--- src/design/stbc_pkg.sv ---
// ----------------------------------------------------------------------------
// stbc_pkg : shared types and constants
// Codes, widths and controller/datapath interface structs for the tilemap and
// box collision block.
// ----------------------------------------------------------------------------
package stbc_pkg;

  localparam int MAP_TILES_DEF   = 4096;
  localparam int MAX_NPCS_DEF    = 16;
  localparam int SPRITE_SPAN_DEF = 32;
  localparam int BOX_SIZE_DEF    = 16;

  localparam int COORD_W    = 16;
  localparam int DIV_W      = 16;
  localparam int CODE_W     = 16;
  localparam int IDX_W      = 12;
  localparam int SLOT_W     = 4;
  localparam int MAPDIM_W   = 7;
  localparam int TDIM_W     = 8;
  localparam int CNT_W      = 5;
  localparam int SRC_W      = 2;
  localparam int CFG_IDX_W  = 3;
  localparam int CFG_DATA_W = 16;
  localparam int ADDR_W     = 2 * MAPDIM_W;

  // item commands
  localparam logic [1:0] CMD_WRITE_TILE   = 2'd0;
  localparam logic [1:0] CMD_WRITE_NPC    = 2'd1;
  localparam logic [1:0] CMD_PLAYER_QUERY = 2'd2;
  localparam logic [1:0] CMD_NPC_QUERY    = 2'd3;

  // register indexes
  localparam logic [CFG_IDX_W-1:0] CFG_TILE_WIDTH  = 3'd0;
  localparam logic [CFG_IDX_W-1:0] CFG_TILE_HEIGHT = 3'd1;
  localparam logic [CFG_IDX_W-1:0] CFG_MAP_COLUMNS = 3'd2;
  localparam logic [CFG_IDX_W-1:0] CFG_MAP_ROWS    = 3'd3;
  localparam logic [CFG_IDX_W-1:0] CFG_NPC_COUNT   = 3'd4;
  localparam logic [CFG_IDX_W-1:0] CFG_BLOCK_CODE  = 3'd5;

  // hit sources
  localparam logic [SRC_W-1:0] SRC_NONE   = 2'd0;
  localparam logic [SRC_W-1:0] SRC_TILE   = 2'd1;
  localparam logic [SRC_W-1:0] SRC_NPC    = 2'd2;
  localparam logic [SRC_W-1:0] SRC_PLAYER = 2'd3;

  // division selects
  localparam logic [1:0] DIV_LEFT   = 2'd0;
  localparam logic [1:0] DIV_RIGHT  = 2'd1;
  localparam logic [1:0] DIV_TOP    = 2'd2;
  localparam logic [1:0] DIV_BOTTOM = 2'd3;

  typedef struct packed {
    logic       accept;
    logic       div_start;
    logic [1:0] div_sel;
    logic       scan_init;
    logic       tile_read;
    logic       scan_step;
    logic       npc_init;
    logic       npc_read;
    logic       npc_step;
    logic       set_tile;
    logic       set_npc;
    logic       set_player;
    logic       load_out;
  } ctrl_cmd_t;

  typedef struct packed {
    logic div_done;
    logic scan_empty;
    logic scan_last;
    logic tile_nz;
    logic tile_hit;
    logic npc_none;
    logic npc_last;
    logic npc_hit;
    logic player_hit;
    logic out_busy;
  } dp_status_t;

endpackage

--- src/design/stbc_ctrl.sv ---
// ----------------------------------------------------------------------------
// stbc_ctrl : controller
// Sequences the span divisions, the tile scan, the NPC scan and the result.
// ----------------------------------------------------------------------------
module stbc_ctrl (
  input  logic                  clk,
  input  logic                  rst,
  input  logic                  in_valid,
  input  logic [1:0]            command,
  output logic                  in_stall,
  output stbc_pkg::ctrl_cmd_t   cmd,
  input  stbc_pkg::dp_status_t  st
);

  typedef enum logic [3:0] {
    S_IDLE, S_DIV_GO, S_DIV_WAIT, S_SCAN_INIT, S_SCAN_ADDR, S_SCAN_DATA,
    S_NPC_INIT, S_NPC_ADDR, S_NPC_DATA, S_PLAYER, S_DONE
  } state_t;

  state_t     state;
  logic [1:0] div_idx;
  logic       accept;

  assign in_stall = state != S_IDLE;
  assign accept   = in_valid && state == S_IDLE;

  always_comb begin
    cmd            = '0;
    cmd.accept     = accept;
    cmd.div_sel    = div_idx;
    cmd.div_start  = state == S_DIV_GO;
    cmd.scan_init  = state == S_SCAN_INIT;
    cmd.tile_read  = state == S_SCAN_ADDR;
    cmd.scan_step  = state == S_SCAN_DATA && !st.tile_nz && !st.scan_last;
    cmd.set_tile   = state == S_SCAN_DATA && st.tile_nz && st.tile_hit;
    cmd.npc_init   = state == S_NPC_INIT;
    cmd.npc_read   = state == S_NPC_ADDR;
    cmd.npc_step   = state == S_NPC_DATA && !st.npc_hit && !st.npc_last;
    cmd.set_npc    = state == S_NPC_DATA && st.npc_hit;
    cmd.set_player = state == S_PLAYER && st.player_hit;
    cmd.load_out   = state == S_DONE && !st.out_busy;
  end

  always_ff @(posedge clk) begin
    if (rst) begin
      state   <= S_IDLE;
      div_idx <= stbc_pkg::DIV_LEFT;
    end else begin
      case (state)
        S_IDLE: begin
          div_idx <= stbc_pkg::DIV_LEFT;
          if (accept && (command == stbc_pkg::CMD_PLAYER_QUERY ||
                         command == stbc_pkg::CMD_NPC_QUERY))
            state <= S_DIV_GO;
        end
        S_DIV_GO: state <= S_DIV_WAIT;
        S_DIV_WAIT: begin
          if (st.div_done) begin
            if (div_idx == stbc_pkg::DIV_BOTTOM) begin
              state <= S_SCAN_INIT;
            end else begin
              div_idx <= div_idx + 2'd1;
              state   <= S_DIV_GO;
            end
          end
        end
        S_SCAN_INIT: state <= st.scan_empty ? S_NPC_INIT : S_SCAN_ADDR;
        S_SCAN_ADDR: state <= S_SCAN_DATA;
        S_SCAN_DATA: begin
          if (st.tile_nz)          state <= st.tile_hit ? S_DONE : S_NPC_INIT;
          else if (st.scan_last)   state <= S_NPC_INIT;
          else                     state <= S_SCAN_ADDR;
        end
        S_NPC_INIT: state <= st.npc_none ? S_PLAYER : S_NPC_ADDR;
        S_NPC_ADDR: state <= S_NPC_DATA;
        S_NPC_DATA: begin
          if (st.npc_hit)        state <= S_DONE;
          else if (st.npc_last)  state <= S_PLAYER;
          else                   state <= S_NPC_ADDR;
        end
        S_PLAYER: state <= S_DONE;
        S_DONE:   if (!st.out_busy) state <= S_IDLE;
        default:  state <= S_IDLE;
      endcase
    end
  end

endmodule

--- config.mk ---
export PLATFORM = sky130hd
export DESIGN_NAME = stbc_ctrl
export DESIGN_NICKNAME = d
export VERILOG_FILES = /design/src/design/stbc_pkg.sv /design/src/design/stbc_ctrl.sv
export SDC_FILE = /design/constraint.sdc
export NUM_CORES = 1
export LEC_CHECK = 0
export ABC_AREA = 1
export BUFFER_PORTS_ARGS = -buffer_cell sky130_fd_sc_hd__buf_4
export CAP_MARGIN = 20
export CORE_MARGIN = 1.5
export CORE_UTILIZATION = 30
export CTS_CLUSTER_DIAMETER = 100
export DETAILED_ROUTE_END_ITERATION = 10
export HOLD_SLACK_MARGIN = 0.02
export PLACE_DENSITY = 0.66
export SYNTH_ARGS = -nofsm -noshare
export SYNTH_HDL_FRONTEND = slang
export SYNTH_SLANG_ARGS = --single-unit
--- constraint.sdc ---
create_clock -name clk -period 1.1 [get_ports clk]
set_input_delay 0.055 -clock clk [delete_from_list [all_inputs] [get_ports clk]]
set_output_delay 0.055 -clock clk [all_outputs]
set_load 0.1 [all_outputs]
* Yosys cells after proc, flatten, opt, wreduce, memory -nomap -nowiden
Index checks and enable logic that the tools add are counted.
** Storage, ports and cells
- Register bits after elaboration :: 6
- Output and inout bits :: 15
- Logic and storage cells :: 57
** Operators by class
- $add $sub $neg :: 1
- Equality and inequality tests :: 17
- Mux-type cells :: 15
- Reductions and logical operators :: 22
** Operators by type and width (count)
- $pmux 4 s11 :: 1
- $mux 4 :: 8
- $eq 4x3->1 const B :: 4
- $eq 4x4->1 const B :: 3
- $logic_and 1x1->1 :: 11
- $mux 2 :: 5
- $eq 4x2->1 const B :: 2
- $eq 2x2->1 const B :: 3
- $ne 2x2->1 const B :: 3
- $reduce_and 3->1 :: 2
- $logic_not 1->1 :: 5
- $eq 4x1->1 const B :: 1
- $logic_not 4->1 :: 1
- $pmux 2 s2 :: 1
- $reduce_bool 4->1 :: 1
- $add 2x1->2 const B :: 1
- $ne 2x1->1 const B :: 1
- $reduce_bool 2->1 :: 1
- $logic_or 1x1->1 :: 1

* Depth between registers and ports, before layout
Gate-level depths: netlist of the first run.
- Depth after elaboration :: 5
- Gate-level depth with buffers :: 9
- Gate-level depth less buffers :: 9

* Worst setup path before layout of the first run
Ideal clock, no wire load.
- Path type :: register -> output
- Start point :: reg state[2]
- End point :: out cmd[12] (netlist bit)
- Arrival time :: 2554 ps
- Required time :: 1045 ps
- Slack :: -1509 ps
- Cell stages (with the launch flop) :: 4
- Buffers on the path :: 0
- Cell sequence :: dfxtp_1 inv_2 nand2_4 nor3_1
** RTL lines
- start: declaration :: line stbc_ctrl.sv:20 : state_t state;
- start signal: assignment :: line stbc_ctrl.sv:67 : S_SCAN_INIT: state <= st.scan_empty ? S_NPC_INIT : S_SCAN_ADDR;
- start signal: assignment :: line stbc_ctrl.sv:70 : if (st.tile_nz) state <= st.tile_hit ? S_DONE : S_NPC_INIT;
- start signal: assignment :: line stbc_ctrl.sv:74 : S_NPC_INIT: state <= st.npc_none ? S_PLAYER : S_NPC_ADDR;
- end: declaration :: line stbc_ctrl.sv:11 : output stbc_pkg::ctrl_cmd_t cmd,

==> results.ini, run 1 <==
[outcome]
status = finished with violations
violations = setup timing

[timing]
finalCritPeriodShare_pct = 130
hold_ws_ps = 169
rsz0062_at_grt = true
report.final.slew_viol_count = 0
layout_min_cycle_time_ps = 1430
slew_headroom_pct = 82.6
setup_slack_ps = -325
fin_tns_setup_ps = -4310
finalHoldViolCount = 0
clock-skew-final_ps = 4.24
tightestPinTransition_ps = 260
max_freq_ghz = 0.702
setup_viol = 19

[critical_path]
crit_chain = inv_4 -> nor2_4 -> nand2_2 -> buf_4 -> nor2_4 -> buf_12
critPathKind = reg -> out
reg2reg_to = state[1]$_SDFFE_PP0P_
startpoint = state[3]$_SDFFE_PP0P_
cp_data_arrival_time_ps = 1370
r2r_start = state[2]$_SDFFE_PP0P_
cp_max_fo = 4
critPathMostFrequentCell = nor2_4
crit_path_end_kind = primary output
slowest_delay_ps = 380
cpMaxStageDelayCell = dfxtp_4
rrSetupSlack_ps = -300
worstSetupStartpointType = flop
critPathRequiredTime_ps = 1040
timing.reg2reg.worst_path_depth = 11

[yosys]
synth_area_um2 = 604
synth_top_area_share_pct = 19.9
synth_largest_area_cell = dfxtp_1
synth_cell_types = 20
synth_seq_area_share_pct = 19.9
ys_warn_count = 0
synth.ff_latch_count = 6
synth_area_leaders = dfxtp_1 (20%), nand2_1 (17%), inv_1 (14%)
synth_nets = 125
syn_avg_cell_area_um2 = 5.54
synthCells = 109

[cts]
cts_sinks = 6
cts_max_level = 1
insertion_delay_ps = 240
clk_path_buf_depth = 2
cts_buffers = 3
cts_tree = built
cts_root_buf = clkbuf_4
clk_pin_slew_worst_paths_ps = 60

[global_route]
grt_pass1_vias = 752
grt_overflow = 0
grt_pass1_wl_mm = 3.17
grt_max_degree = 8
track_usage_pct = 19.6
antenna_found_initial = 0

[floorplanning]
dieArea_um2 = 2290
num_io_pins = 30
rows = 16
die_y_um = 47.9
fp.coreArea_um2 = 1920
die_w_um = 47.9
start_util_pct = 31.4

[placement]
dpl_cell_area_um2 = 1030
gp_congestion = 0.833
hpwl_mm = 1.47
placedCellCount = 173
place.port_buffers = 28
dpl_worst_slack_ps = -169

[power]
p_seq_share_pct = 22.9
p_int_uw = 606
combPwrFrac_pct = 57.1
power_leakage_nw = 0.685
p_total_mw = 1.14
ir_drop_mv = 1.07
power.switching_uw = 533
power_density_nw_per_um2 = 788
switching_share_pct = 46.8
p_clk_share_pct = 20.0

[cells_and_area]
finalNonFillerCells = 188
final_area_um2 = 1450
finish.utilization_pct = 75.2
drive_above_1_share_pct = 64.6
synthToLayoutAreaGrowth_pct = 139
nets = 178
diodes = 0

[detailed_routing]
postRouteWirelength_mm = 2.46
vias_per_cell = 4.56
drc = 0
drt.antenna.violating_nets = 0
drtIter0Drc = 28
post_drt_wl_per_cell_um = 13.1
drt_first_pass_iters = 4
vias = 858

[min_path]
holdCritStartpoint = st[2]
hold_path.class = in -> reg
worstHoldPathCells = 4
hold_end = state[0]$_SDFFE_PP0P_

[run]
drv_cap = 0

how the worst max path moves through the flow:
stage,endpoint,slack [ps],cells after the start
finish,cmd[2],-330,6
global route,state[1]$_SDFFE_PP0P_,-380,11
CTS,cmd[2],-260,6
detailed placement,cmd[2],-170,6
global placement,cmd[2],-150,6
floorplan,state[3]$_SDFFE_PP0P_,-670,8
synthesized netlist by cell type:
cell type  instances
nor2_1            18
dfxtp_1            6
inv_2              3
nor2_2             5
nand3b_1           1
ha_1               1
nor2_4             2
a31oi_1            1
a21oi_1            4
o211ai_1           1
buf_4              1
nand2_1           28
o21ai_1            1
nor3_4             1
nand3_1            5
inv_1             22
o21ai_0            3
nand2_2            4
nand2_4            1
nor3_1             1
cell families after synthesis:
family / Yosys count / synth area share, %
compound gates: 10 / 8.90
buf+inv: 26 / 16.8
flops: 6 / 19.9
fa+ha+maj: 1 / 2.07
simple gates: 66 / 52.4
power by group through the flow:
| stage | registers (mW) | logic [mW] | clock network (mW) |
|---|---|---|---|
| finish | 0.261 | 0.650 | 0.228 |
| global route | 0.263 | 0.685 | 0.253 |
| CTS | 0.256 | 0.598 | 0.222 |
| detailed placement | 0.259 | 0.494 | 0 |
| global placement | 0.258 | 0.489 | 0 |
| floorplan | 0.292 | 0.346 | 0 |
critical path, delay by kind of cell (launching register included):
family	cells	cell delay (ps)
and+or+nand+nor	3	360
DFF	1	380
buffers and inverters	3	390
state kept, by name, summed over array words and instances, names as in the netlist:
name,count
div_idx,2
state,4
cell usage in the layout, fill, tap and decap left out, types with 6 or more instances in the layout:
| cell type | count |
|---|---|
| buf_4 | 27 |
| nand2_1 | 21 |
| nor2_4 | 15 |
| inv_1 | 15 |
| buf_12 | 11 |
| buf_6 | 9 |
| nor2_1 | 7 |
| nand2_2 | 6 |
| nand2_4 | 6 |
| dfxtp_4 | 6 |
layout make-up:
class,count,area (um^2)
Sequential cell,6,143
Timing Repair Buffer,49,549
Inverter,25,125
Clock buffer,4,26.3
Tap cell,27,33.8
Multi-Input combinational cell,77,568
Fill cell,154,477
per-layer routing:
| layer | track usage [%] | vias up | part of all wire, % |
|---|---|---|---|
| met4 | 4.86 | 0 | 2.4 |
| li1 | - | 431 | - |
| met1 | 23.4 | 380 | 38 |
| met3 | 1.13 | 5 | 4.9 |
| met5 | 0 | - | 0 |
| met2 | 37.6 | 42 | 55 |
repair_timing:
action,CTS,global route
endpoints found under the hold margin,4,0
pin swaps,12,8
setup buffers,5,5
hold buffers,1,0
setup endpoints to repair,19,19
gates resized for setup,69,12
No activity file was read; power rests on OpenSTA's default activity.
==> run 2: changes to the inputs <==
--- a/config.mk
+++ b/config.mk
@@ -5,7 +5,7 @@
 export SDC_FILE = /design/constraint.sdc
 export NUM_CORES = 1
 export LEC_CHECK = 0
-export ABC_AREA = 1
+export ABC_AREA = 0
 export BUFFER_PORTS_ARGS = -buffer_cell sky130_fd_sc_hd__buf_4
 export CAP_MARGIN = 20
 export CORE_MARGIN = 1.5
@@ -14,6 +14,7 @@
 export DETAILED_ROUTE_END_ITERATION = 10
 export HOLD_SLACK_MARGIN = 0.02
 export PLACE_DENSITY = 0.66
+export SKIP_LAST_GASP = 1
 export SYNTH_ARGS = -nofsm -noshare
 export SYNTH_HDL_FRONTEND = slang
 export SYNTH_SLANG_ARGS = --single-unit
==> results.ini, run 2 <==
[outcome]
status = finished with violations  ; unchanged
violations = setup timing  ; unchanged

[min_path]
hold_path.class = in -> reg  ; unchanged
holdCritStartpoint = st[2]  ; unchanged

[cts]
cts_buffers = 3  ; unchanged
insertion_delay_ps = 250  ; was 240 ps
cts_sinks = 6  ; unchanged
clk_pin_slew_worst_paths_ps = 50  ; was 60 ps
clk_path_buf_depth = 2  ; unchanged
cts_root_buf = clkbuf_4  ; unchanged
cts_max_level = 1  ; unchanged
cts_tree = built  ; unchanged

[power]
power_density_nw_per_um2 = 475  ; was 788 nW/um^2
ir_drop_mv = 0.672  ; was 1.07 mV
p_total_uw = 722  ; was 1.14 mW
power_leakage_nw = 0.645  ; was 0.685 nW

[cells_and_area]
diodes = 0  ; unchanged
final_area_um2 = 1520  ; was 1450 um^2
drive_above_1_share_pct = 73.9  ; was 64.6%
nets = 159  ; was 178
layout_commonest_cell = buf_4  ; unchanged
synthToLayoutAreaGrowth_pct = 144  ; was 139%
largest_reg_flops = 4  ; unchanged
top_regs = state: 4 flops, div_idx: 2 flops  ; unchanged
finalNonFillerCells = 169  ; was 188
most-common-layout-cells = buf_4 (41), buf_12 (13), nor2_1 (10), buf_6 (9), dfxtp_4 (5)  ; was buf_4 (27), nand2_1 (21), nor2_4 (15), inv_1 (15), buf_12 (11)
nFillCells = 109  ; was 154
regMostFlops = state  ; unchanged

[detailed_routing]
drt.antenna.violating_nets = 0  ; unchanged
postRouteWirelength_mm = 2.80  ; was 2.46 mm
vias_per_cell = 5.09  ; was 4.56
post_drt_wl_per_cell_um = 16.5  ; was 13.1 um
vias = 861  ; was 858
drc = 0  ; unchanged
drtIter0Drc = 11  ; was 28
drt_first_pass_iters = 4  ; unchanged

[critical_path]
critPathKind = reg -> reg  ; was reg -> out
critPathRequiredTime_ps = 1210  ; was 1040 ps
crit_path_end_kind = flop  ; was primary output
worstSetupStartpointType = flop  ; unchanged
cp_data_arrival_time_ps = 1550  ; was 1370 ps
r2r_start = div_idx[0]$_SDFFE_PP0P_  ; was state[2]$_SDFFE_PP0P_
cp_max_fo = 2  ; was 4
startpoint = div_idx[0]$_SDFFE_PP0P_  ; was state[3]$_SDFFE_PP0P_

[timing]
setup_slack_ps = -347  ; was -325 ps
slew_headroom_pct = 77.6  ; was 82.6%
finalCritPeriodShare_pct = 132  ; was 130%
fin_tns_setup_ps = -5090  ; was -4310 ps
finalHoldViolCount = 0  ; unchanged
setup_viol = 19  ; unchanged
tightestPinTransition_ps = 336  ; was 260 ps
max_freq_ghz = 0.691  ; was 0.702 GHz
clock-skew-final_ps = 6.60  ; was 4.24 ps
report.final.slew_viol_count = 0  ; unchanged
layout_min_cycle_time_ps = 1450  ; was 1430 ps
rsz0062_at_grt = true  ; unchanged

[global_route]
track_usage_pct = 21.2  ; was 19.6%
grt_max_degree = 11  ; was 8
grt_overflow = 0  ; unchanged
antenna_found_initial = 0  ; unchanged
grt_pass1_wl_mm = 3.99  ; was 3.17 mm
grt_pass1_vias = 899  ; was 752

[placement]
hpwl_mm = 1.62  ; was 1.47 mm
gp_congestion = 0.737  ; was 0.833
placedCellCount = 150  ; was 173
dpl_cell_area_um2 = 1130  ; was 1030 um^2
place.port_buffers = 28  ; unchanged

[yosys]
ys_warn_count = 0  ; unchanged
synth_cell_types = 33  ; was 20
yosysMostFrequentCell = nor2_1  ; was nand2_1
synth_area_leaders = dfxtp_1 (19%), nor2_1 (8.4%), and3_1 (5.0%)  ; was dfxtp_1 (20%), nand2_1 (17%), inv_1 (14%)
synth.ff_latch_count = 6  ; unchanged
synth_seq_area_share_pct = 19.3  ; was 19.9%
synth_top_area_share_pct = 19.3  ; was 19.9%
syn_avg_cell_area_um2 = 7.79  ; was 5.54 um^2
synthCells = 80  ; was 109
synth_edf_count = 0  ; unchanged
async_flop_share_pct = 0  ; unchanged
synth_nets = 96  ; was 125
synth_largest_area_cell = dfxtp_1  ; unchanged
ys.flop_type = dfxtp_1  ; unchanged
synth_area_um2 = 623  ; was 604 um^2
synth_commonest_cells = nor2_1 (14), dfxtp_1 (6), a21oi_1 (5), and3_1 (5), nor3_1 (5)  ; was nand2_1 (28), inv_1 (22), nor2_1 (18), dfxtp_1 (6)

[floorplanning]
die_w_um = 48.6  ; was 47.9 um
fp.coreArea_um2 = 1960  ; was 1920 um^2
num_io_pins = 30  ; unchanged
die_y_um = 48.6  ; was 47.9 um
rows = 16  ; unchanged
dieArea_um2 = 2360  ; was 2290 um^2
start_util_pct = 31.8  ; was 31.4%

[run]
drv_cap = 0  ; unchanged

## run 2: changes by cell type after synthesis, sizes merged, moves of 3 or more
cell / previous run / this run
nand2b: 0 / 4
and3: 0 / 5
buf: 1 / 6
nand3: 5 / 1
nor4: 0 / 4
nor2b: 0 / 3
nor2: 25 / 15
inv: 25 / 2
nand2: 33 / 4
nor3: 2 / 6
## run 2: cell type report
type                       count  area (um^2)  share of cell area, %
clock buffer                   4         26.3                   1.73
inverter                       2         10.0                  0.658
multi-input combinational     66          631                   41.5
sequential                     6          140                   9.22
tap                           27         33.8                   2.22
timing repair buffer          64          679                   44.7
## run 2: timing repair
item | in CTS | in global routing
endpoints found under the setup margin | 19 | 19
setup buffers | 7 | 7
pin swaps | 10 | 5
gates resized for setup | 55 | 6
hold buffers | 1 | 0
endpoints found under the hold margin | 2 | 0
## run 2: through the flow
step / hold WS (ps) / worst slack (ps) / utilization [%]
finish: 113 / -347 / 77.5
detailed placement: 272 / -343 / 57.6
global route: 118 / -378 / 77.5
global placement: 269 / -291 / 57.6
CTS: 114 / -346 / 73.6
floorplan: 117 / -601 / -
## run 2: path summary, 6_finish.rpt
kind,cells after the start,to,slack [ps]
worst max-delay path,5,state[1]$_SDFFE_PP0P_,-350
worst min-delay path,3,state[0]$_SDFFE_PP0P_,110
worst max register to register,5,state[1]$_SDFFE_PP0P_,-350
worst min register to register,2,state[0]$_SDFFE_PP0P_,580
## run 2: power breakdown
group / switching (mW) / internal (mW)
combinational: 0.150 / 0.128
sequential: 0.00686 / 0.211
clock: 0.0888 / 0.138
total: 0.245 / 0.477
## run 2: cells by family after synthesis
| group | Yosys count | synth area share [%] |
|---|---|---|
| adders and majority gates | 1 | 2.01 |
| muxes | 3 | 5.02 |
| and+or+nand+nor | 47 | 45.2 |
| DFF | 6 | 19.3 |
| buffers and inverters | 8 | 8.63 |
| AOI/OAI and AO/OA | 15 | 19.9 |
## run 2: per-layer routing
layer,vias to the layer above,track usage [%],share of wire (%)
met2,27,42.6,54
met1,410,22.5,41
met3,8,2.47,3.0
met4,0,7.14,2.3
met5,-,0,0
li1,416,-,-
## run 2: critical path, cell delays in order, from the launching register on
cell,delay [ps]
dfxtp_4,350
ha_4,160
mux2_1,310
o211a_1,230
nor3_2,150
o32ai_2,100
==> run 3: changes to the inputs <==
==> constraint.sdc (replaced) <==
create_clock -name clk -period 1.2 [get_ports clk]
set_input_delay 0.06 -clock clk [delete_from_list [all_inputs] [get_ports clk]]
set_output_delay 0.06 -clock clk [all_outputs]
set_load 0.1 [all_outputs]
==> results.ini, run 3 (same netlist as run 2, synthesis figures left out) <==
[outcome]
violations = setup timing  ; unchanged
status = finished with violations  ; unchanged

[global_route]
grt_pass1_vias = 850  ; was 899
grt_overflow = 0  ; unchanged
track_usage_pct = 20.9  ; was 21.2%
antenna_found_initial = 0  ; unchanged
grt_max_degree = 9  ; was 11
grt_pass1_wl_mm = 3.95  ; was 3.99 mm

[floorplanning]
fp.coreArea_um2 = 1960  ; unchanged
num_io_pins = 30  ; unchanged
dieArea_um2 = 2360  ; unchanged
die_y_um = 48.6  ; unchanged
rows = 16  ; unchanged
die_w_um = 48.6  ; unchanged
start_util_pct = 31.8  ; unchanged

[critical_path]
cp_data_arrival_time_ps = 1590  ; was 1550 ps
path_buf_inv = 0  ; unchanged
crit_chain = ha_4 -> nand2b_4 -> a2111oi_4 -> mux2i_1 -> nor2_1  ; was ha_4 -> mux2_1 -> o211a_1 -> nor3_2 -> o32ai_2
critPathTopFamily = compound AO/OA/AOI/OAI gates  ; was flip-flops
crit_path_end_kind = flop  ; unchanged
slowest_delay_ps = 390  ; was 350 ps
worstSetupStartpointType = flop  ; unchanged
critPathRequiredTime_ps = 1340  ; was 1210 ps
critPathKind = reg -> reg  ; unchanged
cpMaxStageDelayCell = a2111oi_4  ; was dfxtp_4
cp_max_fo = 2  ; unchanged

[cells_and_area]
most-common-layout-cells = buf_4 (33), buf_12 (13), nor2_1 (9), buf_6 (9)  ; was buf_4 (41), buf_12 (13), nor2_1 (10), buf_6 (9), dfxtp_4 (5)
synthToLayoutAreaGrowth_pct = 142  ; was 144%
layout_commonest_cell = buf_4  ; unchanged
nets = 153  ; was 159
drive_above_1_share_pct = 74.3  ; was 73.9%
top_regs = state: 4 flops, div_idx: 2 flops  ; unchanged
diodes = 0  ; unchanged
finish.utilization_pct = 76.8  ; was 77.5%
regMostFlops = state  ; unchanged
largest_reg_flops = 4  ; unchanged

[min_path]
hold_path.class = in -> reg  ; unchanged

[power]
ir_drop_mv = 0.477  ; was 0.672 mV
power_density_nw_per_um2 = 437  ; was 475 nW/um^2
power_leakage_nw = 0.621  ; was 0.645 nW

[timing]
report.final.slew_viol_count = 0  ; unchanged
fin_tns_setup_ps = -3200  ; was -5090 ps
rsz0062_at_grt = true  ; unchanged
tightestPinTransition_ps = 368  ; was 336 ps
clock-skew-final_ps = 6.20  ; was 6.60 ps
finalHoldViolCount = 0  ; unchanged
setup_slack_ps = -253  ; was -347 ps
slew_headroom_pct = 75.4  ; was 77.6%
max_freq_ghz = 0.688  ; was 0.691 GHz
layout_min_cycle_time_ps = 1450  ; about the same
finalCritPeriodShare_pct = 121  ; was 132%
setup_viol = 18  ; was 19

[cts]
clk_pin_slew_worst_paths_ps = 50  ; about the same
cts_max_level = 1  ; unchanged
cts_sinks = 6  ; unchanged
cts_tree = built  ; unchanged
insertion_delay_ps = 240  ; was 250 ps
cts_buffers = 3  ; unchanged
clk_path_buf_depth = 2  ; unchanged
cts_root_buf = clkbuf_4  ; unchanged

[detailed_routing]
vias_per_cell = 5.04  ; was 5.09
drt_first_pass_iters = 4  ; unchanged
drtIter0Drc = 28  ; was 11
post_drt_wl_per_cell_um = 16.9  ; was 16.5 um
vias = 822  ; was 861
drc = 0  ; unchanged
drt.antenna.violating_nets = 0  ; unchanged
postRouteWirelength_mm = 2.75  ; was 2.80 mm

[placement]
gp_congestion = 0.731  ; was 0.737
place.port_buffers = 28  ; unchanged
hpwl_mm = 1.47  ; was 1.62 mm

[run]
drv_cap = 0  ; unchanged

-- run 3: changes by cell type in the layout (fill, tap and decap cells not counted), sizes merged --
cell / delta
buf: -6
-- run 3: layout make-up --
cell class / instances / area, um^2
Timing Repair Buffer: 58 / 649
Multi-Input combinational cell: 66 / 644
Fill cell: 112 / 455
Sequential cell: 6 / 143
Tap cell: 27 / 33.8
Clock buffer: 4 / 26.3
Inverter: 2 / 10.0
-- run 3: worst min-delay path: cells and delay by family --
kind | cells | cell delay, ps
AOI/OAI and AO/OA | 1 | 120
buffers and inverters | 1 | 110
and+or+nand+nor | 1 | 40
-- run 3: metal layers --
layer	routed length [um]	global-route usage [%]	up-vias
met4	22	7.14	0
li1	-	-	399
met1	1220	27.5	399
met5	0	0	-
met3	59	1.23	2
met2	1460	36.3	22
-- run 3: where the power goes --
part	internal, mW	leakage (nW)	switching [mW]
logic	0.122	0.553	0.138
registers	0.191	0.0532	0.00687
clock network	0.126	0.0150	0.0743
-- run 3: worst paths after layout --
check | start | endpoint | slack, ps | cells after the start
setup / recovery | div_idx[0]$_SDFFE_PP0P_ | div_idx[1]$_SDFFE_PP0P_ | -250 | 5
hold / removal | st[2] | state[0]$_SDFFE_PP0P_ | 140 | 3
setup reg to reg | div_idx[0]$_SDFFE_PP0P_ | div_idx[1]$_SDFFE_PP0P_ | -250 | 5
hold reg to reg | state[3]$_SDFFE_PP0P_ | state[3]$_SDFFE_PP0P_ | 530 | 2
-- run 3: through the flow --
step	power [mW]	instance area [um^2]	instances	setup slack, ps	hold slack, ps
floorplan	0.331	776	80	-506	122
global placement	0.403	1100	146	-190	275
detailed placement	0.405	1100	146	-249	277
CTS	0.649	1410	159	-238	109
global route	0.694	1510	163	-373	136
finish	0.658	1510	163	-253	137
-- run 3: what timing repair did --
item	in CTS	in global routing
hold buffers	1	0
gates resized for setup	53	18
setup endpoints to repair	19	19
setup buffers	8	5
pin swaps	7	13
hold endpoints to repair	4	0
